## src/sv/irpfd_pkg.sv

```systemverilog
// Shared types and constants of the IR pulse-distance frame decoder.
package irpfd_pkg;

  localparam int unsigned DUR_W   = 16;
  localparam int unsigned POS_W   = 8;
  localparam int unsigned CFG_IDX_W = 4;

  localparam logic [POS_W-1:0] FRAME_LEN  = 8'd139;
  localparam logic [POS_W-1:0] POS_SAT    = 8'd140;
  localparam logic [POS_W-1:0] FIRST_LO   = 8'd1;
  localparam logic [POS_W-1:0] FIRST_HI   = 8'd32;
  localparam logic [POS_W-1:0] BYTE_LO    = 8'd61;
  localparam logic [POS_W-1:0] BYTE_HI    = 8'd68;
  localparam logic [POS_W-1:0] SECOND_LO  = 8'd71;
  localparam logic [POS_W-1:0] SECOND_HI  = 8'd102;
  localparam logic [POS_W-1:0] TAIL_LO    = 8'd127;
  localparam logic [POS_W-1:0] TAIL_HI    = 8'd138;

  localparam logic [31:0] CHECK_MASK = 32'h00ff_ffff;

  localparam logic [DUR_W-1:0] LEADER_CENTER_RST = 16'd4500;
  localparam logic [DUR_W-1:0] LEADER_TOL_RST    = 16'd500;
  localparam logic [DUR_W-1:0] ONE_CENTER_RST    = 16'd1600;
  localparam logic [DUR_W-1:0] ONE_TOL_RST       = 16'd300;

  typedef enum logic [CFG_IDX_W-1:0] {
    REG_LEADER_CENTER = 4'd0,
    REG_LEADER_TOL    = 4'd1,
    REG_ONE_CENTER    = 4'd2,
    REG_ONE_TOL       = 4'd3
  } cfg_reg_t;

  typedef enum logic [1:0] {
    ST_OK          = 2'd0,
    ST_BAD_LEADER  = 2'd1,
    ST_WRONG_COUNT = 2'd2,
    ST_MISMATCH    = 2'd3
  } status_t;

  typedef struct packed {
    logic [DUR_W-1:0] duration;
    logic             frame_end;
  } in_word_t;

  typedef struct packed {
    status_t     status;
    logic [31:0] word_first;
    logic [31:0] word_second;
    logic [7:0]  byte_tail;
    logic [11:0] tail_bits;
  } out_word_t;

  typedef struct packed {
    logic [DUR_W-1:0] leader_center;
    logic [DUR_W-1:0] leader_tolerance;
    logic [DUR_W-1:0] one_center;
    logic [DUR_W-1:0] one_tolerance;
  } cfg_t;

endpackage

```

## src/sv/irpfd_cfg.sv

```systemverilog
// Configuration register file of the frame decoder.
module irpfd_cfg (
  input  logic                             clk,
  input  logic                             rst_n,
  input  logic                             wr_en,
  input  logic [irpfd_pkg::CFG_IDX_W-1:0]  wr_index,
  input  logic [irpfd_pkg::DUR_W-1:0]      wr_data,
  output irpfd_pkg::cfg_t                  cfg
);

  irpfd_pkg::cfg_t cfg_r;
  irpfd_pkg::cfg_t cfg_nxt;

  always_comb begin
    cfg_nxt = cfg_r;
    if (wr_en) begin
      case (wr_index)
        irpfd_pkg::REG_LEADER_CENTER: cfg_nxt.leader_center    = wr_data;
        irpfd_pkg::REG_LEADER_TOL:    cfg_nxt.leader_tolerance = wr_data;
        irpfd_pkg::REG_ONE_CENTER:    cfg_nxt.one_center       = wr_data;
        irpfd_pkg::REG_ONE_TOL:       cfg_nxt.one_tolerance    = wr_data;
        default: ;
      endcase
    end
  end

  always_ff @(posedge clk) begin
    if (!rst_n) begin
      cfg_r.leader_center    <= irpfd_pkg::LEADER_CENTER_RST;
      cfg_r.leader_tolerance <= irpfd_pkg::LEADER_TOL_RST;
      cfg_r.one_center       <= irpfd_pkg::ONE_CENTER_RST;
      cfg_r.one_tolerance    <= irpfd_pkg::ONE_TOL_RST;
    end else begin
      cfg_r <= cfg_nxt;
    end
  end

  assign cfg = cfg_r;

endmodule

```

## src/sv/irpfd_core.sv

```systemverilog
// Frame state, window classification and result formation for one duration.
module irpfd_core (
  input  logic                 clk,
  input  logic                 rst_n,
  input  logic                 step,
  input  irpfd_pkg::in_word_t  item,
  input  irpfd_pkg::cfg_t      cfg,
  output irpfd_pkg::out_word_t result
);

  logic [irpfd_pkg::POS_W-1:0] position_r, position_nxt;
  logic                        leader_ok_r, leader_ok_nxt;
  logic [31:0]                 shift_first_r, shift_first_nxt;
  logic [31:0]                 shift_second_r, shift_second_nxt;
  logic [7:0]                  shift_byte_r, shift_byte_nxt;
  logic [11:0]                 shift_tail_r, shift_tail_nxt;

  logic [irpfd_pkg::DUR_W:0]   dur_x;
  logic [irpfd_pkg::DUR_W:0]   ldr_lo_x, ldr_hi_x, one_lo_x, one_hi_x;
  logic                        in_leader, bit_one;
  logic [irpfd_pkg::POS_W-1:0] count;
  logic [irpfd_pkg::POS_W-1:0] p;
  irpfd_pkg::status_t          status;

  // Windows compared as d + tol vs center and d vs center + tol: no wrap.
  assign dur_x    = {1'b0, item.duration};
  assign ldr_lo_x = dur_x + {1'b0, cfg.leader_tolerance};
  assign ldr_hi_x = {1'b0, cfg.leader_center} + {1'b0, cfg.leader_tolerance};
  assign one_lo_x = dur_x + {1'b0, cfg.one_tolerance};
  assign one_hi_x = {1'b0, cfg.one_center} + {1'b0, cfg.one_tolerance};

  assign in_leader = (ldr_lo_x >= {1'b0, cfg.leader_center}) && (dur_x <= ldr_hi_x);
  assign bit_one   = (one_lo_x > {1'b0, cfg.one_center}) && (dur_x < one_hi_x);

  assign p     = position_r;
  assign count = (p < irpfd_pkg::POS_SAT) ? p + 8'd1 : irpfd_pkg::POS_SAT;

  always_comb begin
    leader_ok_nxt    = leader_ok_r;
    shift_first_nxt  = shift_first_r;
    shift_second_nxt = shift_second_r;
    shift_byte_nxt   = shift_byte_r;
    shift_tail_nxt   = shift_tail_r;

    if (p == '0) begin
      leader_ok_nxt = in_leader;
    end else if (p >= irpfd_pkg::FIRST_LO && p <= irpfd_pkg::FIRST_HI) begin
      shift_first_nxt = {bit_one, shift_first_r[31:1]};
    end else if (p >= irpfd_pkg::BYTE_LO && p <= irpfd_pkg::BYTE_HI) begin
      shift_byte_nxt = {bit_one, shift_byte_r[7:1]};
    end else if (p >= irpfd_pkg::SECOND_LO && p <= irpfd_pkg::SECOND_HI) begin
      shift_second_nxt = {bit_one, shift_second_r[31:1]};
    end else if (p >= irpfd_pkg::TAIL_LO && p <= irpfd_pkg::TAIL_HI) begin
      shift_tail_nxt = {bit_one, shift_tail_r[11:1]};
    end

    if (!leader_ok_nxt) begin
      status = irpfd_pkg::ST_BAD_LEADER;
    end else if (count != irpfd_pkg::FRAME_LEN) begin
      status = irpfd_pkg::ST_WRONG_COUNT;
    end else if ((shift_first_nxt & irpfd_pkg::CHECK_MASK) !=
                 (shift_second_nxt & irpfd_pkg::CHECK_MASK)) begin
      status = irpfd_pkg::ST_MISMATCH;
    end else begin
      status = irpfd_pkg::ST_OK;
    end

    result.status = status;
    if (status == irpfd_pkg::ST_OK) begin
      result.word_first  = shift_first_nxt;
      result.word_second = shift_second_nxt;
      result.byte_tail   = shift_byte_nxt;
      result.tail_bits   = shift_tail_nxt;
    end else begin
      result.word_first  = '0;
      result.word_second = '0;
      result.byte_tail   = '0;
      result.tail_bits   = '0;
    end

    position_nxt = count;
    // Rearm after every frame end.
    if (item.frame_end) begin
      position_nxt     = '0;
      leader_ok_nxt    = 1'b0;
      shift_first_nxt  = '0;
      shift_second_nxt = '0;
      shift_byte_nxt   = '0;
      shift_tail_nxt   = '0;
    end
  end

  always_ff @(posedge clk) begin
    if (!rst_n) begin
      position_r     <= '0;
      leader_ok_r    <= 1'b0;
      shift_first_r  <= '0;
      shift_second_r <= '0;
      shift_byte_r   <= '0;
      shift_tail_r   <= '0;
    end else if (step) begin
      position_r     <= position_nxt;
      leader_ok_r    <= leader_ok_nxt;
      shift_first_r  <= shift_first_nxt;
      shift_second_r <= shift_second_nxt;
      shift_byte_r   <= shift_byte_nxt;
      shift_tail_r   <= shift_tail_nxt;
    end
  end

endmodule

```

## src/sv/ir_pulse_frame_decoder.sv

```systemverilog
// Top level of the IR pulse-distance frame decoder: input stage, core and result register.
// Each input word is one measured space of a 139-space frame; the word with frame_end
// set produces one result word with a status (ok, bad leader, wrong count, check
// mismatch) and the four decoded fields, zero unless the status is ok. The block takes
// one input word per clock while in_stall is low: a word is registered on accept,
// classified against the leader and one windows from that input register, and when
// the core steps it is shifted into the frame state while a frame-end result lands
// in the output register and raises out_valid.
// Only the output register can hold up the flow, while a result sits unclaimed under
// out_stall and a further frame-end word is waiting. Configuration writes are taken at
// any time with cfg_ready held high and must be made only while the decoder is idle.
module ir_pulse_frame_decoder (
  input  logic                            clk,
  input  logic                            rst_n,
  input  logic                            in_valid,
  output logic                            in_stall,
  input  irpfd_pkg::in_word_t             in_data,
  output logic                            out_valid,
  input  logic                            out_stall,
  output irpfd_pkg::out_word_t            out_data,
  input  logic                            cfg_valid,
  output logic                            cfg_ready,
  input  logic [irpfd_pkg::CFG_IDX_W-1:0] cfg_index,
  input  logic [irpfd_pkg::DUR_W-1:0]     cfg_data
);

  irpfd_pkg::cfg_t      cfg;
  irpfd_pkg::in_word_t  s1_word_r;
  logic                 s1_valid_r, s1_valid_nxt;
  irpfd_pkg::out_word_t out_word_r;
  logic                 out_valid_r, out_valid_nxt;
  irpfd_pkg::out_word_t result;
  logic                 out_free, s1_go, step, emit, in_take;

  assign cfg_ready = 1'b1;

  irpfd_cfg u_cfg (
    .clk      (clk),
    .rst_n    (rst_n),
    .wr_en    (cfg_valid & cfg_ready),
    .wr_index (cfg_index),
    .wr_data  (cfg_data),
    .cfg      (cfg)
  );

  irpfd_core u_core (
    .clk    (clk),
    .rst_n  (rst_n),
    .step   (step),
    .item   (s1_word_r),
    .cfg    (cfg),
    .result (result)
  );

  assign out_free = !out_valid_r || !out_stall;
  // A word without frame end never needs the result register.
  assign s1_go    = !s1_word_r.frame_end || out_free;
  assign step     = s1_valid_r && s1_go;
  assign emit     = step && s1_word_r.frame_end;
  assign in_stall = s1_valid_r && !s1_go;
  assign in_take  = in_valid && !in_stall;

  always_comb begin
    s1_valid_nxt = in_take || (s1_valid_r && !s1_go);
    if (emit) begin
      out_valid_nxt = 1'b1;
    end else if (out_valid_r && out_stall) begin
      out_valid_nxt = 1'b1;
    end else begin
      out_valid_nxt = 1'b0;
    end
  end

  always_ff @(posedge clk) begin
    if (!rst_n) begin
      s1_valid_r  <= 1'b0;
      out_valid_r <= 1'b0;
    end else begin
      s1_valid_r  <= s1_valid_nxt;
      out_valid_r <= out_valid_nxt;
    end
  end

  always_ff @(posedge clk) begin
    if (in_take) begin
      s1_word_r <= in_data;
    end
    if (emit) begin
      out_word_r <= result;
    end
  end

  assign out_valid = out_valid_r;
  assign out_data  = out_word_r;

`ifndef NO_ASSERTIONS
  a_zero_on_fail: assert property (@(posedge clk) disable iff (!rst_n)
    out_valid && out_data.status != irpfd_pkg::ST_OK |->
      out_data.word_first == '0 && out_data.word_second == '0 &&
      out_data.byte_tail == '0 && out_data.tail_bits == '0)
    else $error("failed frame carries nonzero fields");

  a_check_on_ok: assert property (@(posedge clk) disable iff (!rst_n)
    out_valid && out_data.status == irpfd_pkg::ST_OK |->
      (out_data.word_first[23:0] == out_data.word_second[23:0]))
    else $error("ok status with mismatching check bits");

  a_stall_cause: assert property (@(posedge clk) disable iff (!rst_n)
    in_stall |-> s1_valid_r && s1_word_r.frame_end && out_valid_r && out_stall)
    else $error("input stalled without a blocked result");

  a_emit_lands: assert property (@(posedge clk) disable iff (!rst_n)
    emit |=> out_valid_r)
    else $error("frame end word did not produce a result");
`endif

endmodule
```

## config.mk

```make
export PLATFORM = sky130hd
export DESIGN_NAME = ir_pulse_frame_decoder
export DESIGN_NICKNAME = d
export VERILOG_FILES = /design/src/sv/irpfd_pkg.sv /design/src/sv/irpfd_cfg.sv /design/src/sv/irpfd_core.sv /design/src/sv/ir_pulse_frame_decoder.sv
export SDC_FILE = /design/constraint.sdc
export NUM_CORES = 1
export LEC_CHECK = 0
export ABC_AREA = 0
export BUFFER_PORTS_ARGS = -buffer_cell sky130_fd_sc_hd__buf_2
export CAP_MARGIN = 25
export CELL_PAD_IN_SITES_DETAIL_PLACEMENT = 0
export CELL_PAD_IN_SITES_GLOBAL_PLACEMENT = 1
export CORE_MARGIN = 2
export CORE_UTILIZATION = 52
export CTS_BUF_LIST = sky130_fd_sc_hd__clkbuf_2 sky130_fd_sc_hd__clkbuf_4 sky130_fd_sc_hd__clkbuf_8
export CTS_CLUSTER_SIZE = 24
export DETAILED_ROUTE_END_ITERATION = 10
export MAX_ROUTING_LAYER = met4
export PLACE_DENSITY_LB_ADDON = 0.12
export SLEW_MARGIN = 20
export SYNTH_ARGS = -nofsm -noshare
export SYNTH_HDL_FRONTEND = slang
export SYNTH_SLANG_ARGS = --single-unit
```

## constraint.sdc

```tcl
create_clock -name clk -period 10.12 [get_ports clk]
set_input_delay 1.012 -clock clk [delete_from_list [all_inputs] [get_ports clk]]
set_output_delay 1.012 -clock clk [all_outputs]
set_load 0.05 [all_outputs]
```

==> parameters.txt <==
Parameter                              Value

Status
  Result of the run    complete, no violations

Setup path
  Start of the worst register-to-register path    s1_word_r[1]
  Critical Path Max Stage Delay    560 ps
  Endpoint type of the worst setup path    flop
  Kind of critical path    flop to flop
  Launch point of the critical path    s1_word_r[1]
  Master of the slowest instance on the critical path    sky130_fd_sc_hd__buf_4
  Cell repeated most along the worst path    sky130_fd_sc_hd__a21oi_1
  CP Max Fanout    46
  Worst R2R Path Depth    19
  CP top delay family    compound AO/OA/AOI/OAI gates
  Critical path data arrival time    5750 ps
  Logic depth of the worst setup path including buffers    19
  CP Data Required Time    10410 ps
  CP Launch Type    flop
  Worst path buffer plus inverter count    2
  Cell Chain, Critical Path    ha_1 > fa_1 > a211oi_1 > o21ai_0 > a31oi_1 > a21oi_1 > a21o_1 > a21oi_1 > xnor2_1 > ha_1 > a21bo_2 > a221oi_1 > o21ai_0 > a221o_1 > a21oi_1 > a221o_4 > buf_4 > buf_12 > a211oi_1

Placement
  GPL Wtd Cong    0.931
  HPWL after DPL    30400 um
  Number of I/O port buffers    129
  Area after DPL    17100 sq um

Clocking
  Maximum level of the CTS H-tree    2
  Clock buffer depth    3
  Number of buffers inserted for hold repair after clock tree synthesis    0
  TritonCTS Sinks    262
  Source-to-sink clock delay at the later pin of the worst-skew pair    590 ps
  TritonCTS clock tree    built
  Total clock buffers created by CTS    45
  Clock Root Buffer    sky130_fd_sc_hd__clkbuf_8
  Post-CTS resize count    0
  Post-CTS setup buffer count    0
  Post-CTS clock slew at the launch and capture registers of the worst setup and hold paths    70 ps

Floorplanning
  Std-Cell Core Area    30600 sq um
  Die Y-Extent    180 um
  Number of rows in the core area    64
  Die footprint    32500 sq um
  Chip Width    180 um
  Initial core utilization    52.9%
  Number of top-level pins    131

Global route
  Number of antenna violations at the first check in global routing    2
  Global routing met1 resource utilization    35.4%
  Remaining global-route overflow    0
  Global Route met3 Usage    3.76%
  Largest net degree at the start of global routing    123
  GRT Total Usage    27.1%
  Most heavily used metal layer in global routing    met2
  Vias in the first global route    12900
  First-pass GRT wire length    69500 um
  Routing usage on met2    43.2%

Pwr
  Part of the power in the clock network    42.2%
  Part of the total power dissipated in sequential elements    46.8%
  Peak supply drop    106 uV
  Cell-internal power    1.76 mW
  Gate power share    11.0%
  Switching portion of total power    26.5%
  Power dissipated by switching net loads    0.633 mW
  Standby leakage power    7.00 nW
  P per Cell Area    132 nW/um^2
  Total power of the final layout    2.39 mW

STA
  Least-Margin Pin Slew    1050 ps
  Worst max-slew margin expressed relative to the limit    29.8%
  RSZ-0062 raised after global routing    false
  Setup tns final    0 ps
  Worst Clk Skew    20.7 ps
  Clock period minus worst slack    5450 ps
  Hold violation total from the final report    0
  Setup violations, final    0
  Fmax achieved    183 MHz
  Final count of pins violating max slew    0
  Final cycle utilization of the critical path    53.9%

Cells and area
  Leading cell types in the layout, fill and taps excluded    173 x sky130_fd_sc_hd__nand2_1, 159 x sky130_fd_sc_hd__dfxtp_1, 132 x sky130_fd_sc_hd__ha_1
  Share of final-layout standard cells stronger than drive strength 1    16.5%
  Fill cells    2732
  Most common cell after layout, fill and taps aside    sky130_fd_sc_hd__nand2_1
  Final instance area    18100 sq um
  Area grow syn2layout    12.2%
  Final-stage net count    2009

Logic synthesis
  Number of cells produced by synthesis    1721
  Average cell area after synthesis    9.40 sq um
  Warnings, synthesis    0
  Post-synthesis async set-or-reset flop share    0%
  Share of synthesized area occupied by flip-flops and latches    38.8%
  Synth unique cells    70
  Summed instance area of the synthesized netlist    16200 sq um
  Synth Register Bits    262
  Synth Flop Type    sky130_fd_sc_hd__dfxtp_1
  Number of flops mapped to enable cells by yosys    103
  Net count after synthesis    1899

Worst hold path
  Type of the worst min-delay path    flop to flop
  Worst hold path stage count    2
  Source of the worst hold timing path    u_cfg.cfg[54]

Detailed routing
  First-pass iteration count of the detailed router    6
  Routed vias/inst    5.97
  Final Routed Wirelength    43400 um
  Detailed-route via count    13500
  Mean routed wirelength per cell    19.2 um
  Post-detailed-route DRC marker count    0
  1st-iter DRT viols    1123
  Routed Antenna Nets    0

Job
  Number of max-capacitance violations reported    0
-- worst paths after layout --
kind         slack, ps       endpoint
min reg2reg        490  u_cfg.cfg[54]
max               4670   out_data[64]
max reg2reg       4670   out_data[64]
min                490  u_cfg.cfg[54]
-- synthesized netlist by cell type, drive strengths merged, types with 4 or more instances --
master | instances | area, sq um
nand4b | 4 | 35.0
mux2i | 33 | 330
o21ai | 54 | 270
a211oi | 60 | 505
and3 | 25 | 156
a22o | 10 | 87.6
or2 | 5 | 31.3
xnor2 | 30 | 263
o211ai | 29 | 218
ha | 132 | 1650
inv | 65 | 244
a211o | 12 | 105
nor2 | 66 | 248
clkbuf | 66 | 248
o211a | 7 | 70.1
a21oi | 95 | 475
xor2 | 21 | 184
and2 | 18 | 113
nand3 | 35 | 175
a21boi | 61 | 458
edfxtp | 103 | 3090
dfxtp | 159 | 3180
and4 | 6 | 52.6
nor3 | 70 | 516
nand4 | 50 | 313
o21a | 18 | 135
fa | 4 | 80.1
nand2b | 7 | 43.8
buf | 25 | 184
o31ai | 29 | 263
o21bai | 9 | 67.6
a22oi | 60 | 450
nor4 | 6 | 43.8
nand2 | 173 | 649
nor2b | 89 | 557
a21o | 24 | 180
or3 | 9 | 56.3
o22ai | 6 | 37.5
a31oi | 11 | 68.8
-- area by class of cell --
class / instances / area (sq um) / share of cell area [%]
antenna: 2 / 5.00 / 0.0276
clock buffer: 66 / 783 / 4.32
clock inverter: 17 / 153 / 0.841
inverter: 65 / 245 / 1.35
multi-input combinational: 1303 / 9280 / 51.2
sequential: 262 / 6280 / 34.6
tap: 396 / 495 / 2.73
timing repair buffer: 154 / 905 / 4.99
-- state kept, by name (all words and copies together), names as in the netlist --
register,cells
out_data,86
u_cfg.cfg,64
u_core.shift_first_r,32
u_core.shift_second_r,32
s1_word_r,17
u_core.shift_tail_r,12
u_core.p,8
u_core.shift_byte_r,8
out_valid,1
s1_valid_r,1
u_core.leader_ok_r,1
-- power by group through the flow --
stage          registers (mW)  clock network (mW)  logic, mW
2_1_floorplan            1.14                   0      0.177
3_3_place_gp             1.14                   0      0.253
3_5_place_dp             1.14                   0      0.258
4_1_cts                  1.12                1.03      0.259
5_1_grt                  1.12                1.08      0.293
6_report                 1.12                1.01      0.262
-- through the flow --
step	hold WS, ps	instances	worst slack [ps]	utilization (%)
2_1_floorplan	460	1721	5230	-
3_3_place_gp	474	2176	4750	55.9
3_5_place_dp	486	2178	4670	56.0
4_1_cts	495	2261	4630	59.1
5_1_grt	514	2265	4220	59.3
6_report	490	2265	4670	59.3
-- kinds of logic (layout without fill, tap and decap cells) --
kind of cell             Yosys count  in the layout  synth area share [%]
AND/OR/NAND/NOR                  571            571                  18.9
AO/OA/AOI/OAI                    511            511                  22.6
flip-flops                       262            262                  38.8
buffers and inverters            156            302                  4.18
adder cells (fa/ha/maj)          136            136                  10.7
XOR/XNOR                          51             51                  2.76
multiplexers                      33             33                  2.04
other                              1              3                0.0232
-- worst min-delay path, stage by stage (launching register included) --
cell                       delay, ps
sky130_fd_sc_hd__dfxtp_1         330
sky130_fd_sc_hd__nand2_1          50
sky130_fd_sc_hd__a21boi_0         60
-- routing by layer --
layer | vias up | share of wire [%]
met5 | - | 0
met4 | 0 | 3.1
met3 | 89 | 5.4
met2 | 417 | 47
met1 | 6346 | 45
li1 | 6661 | -
Power figures use the tool's default switching activity.
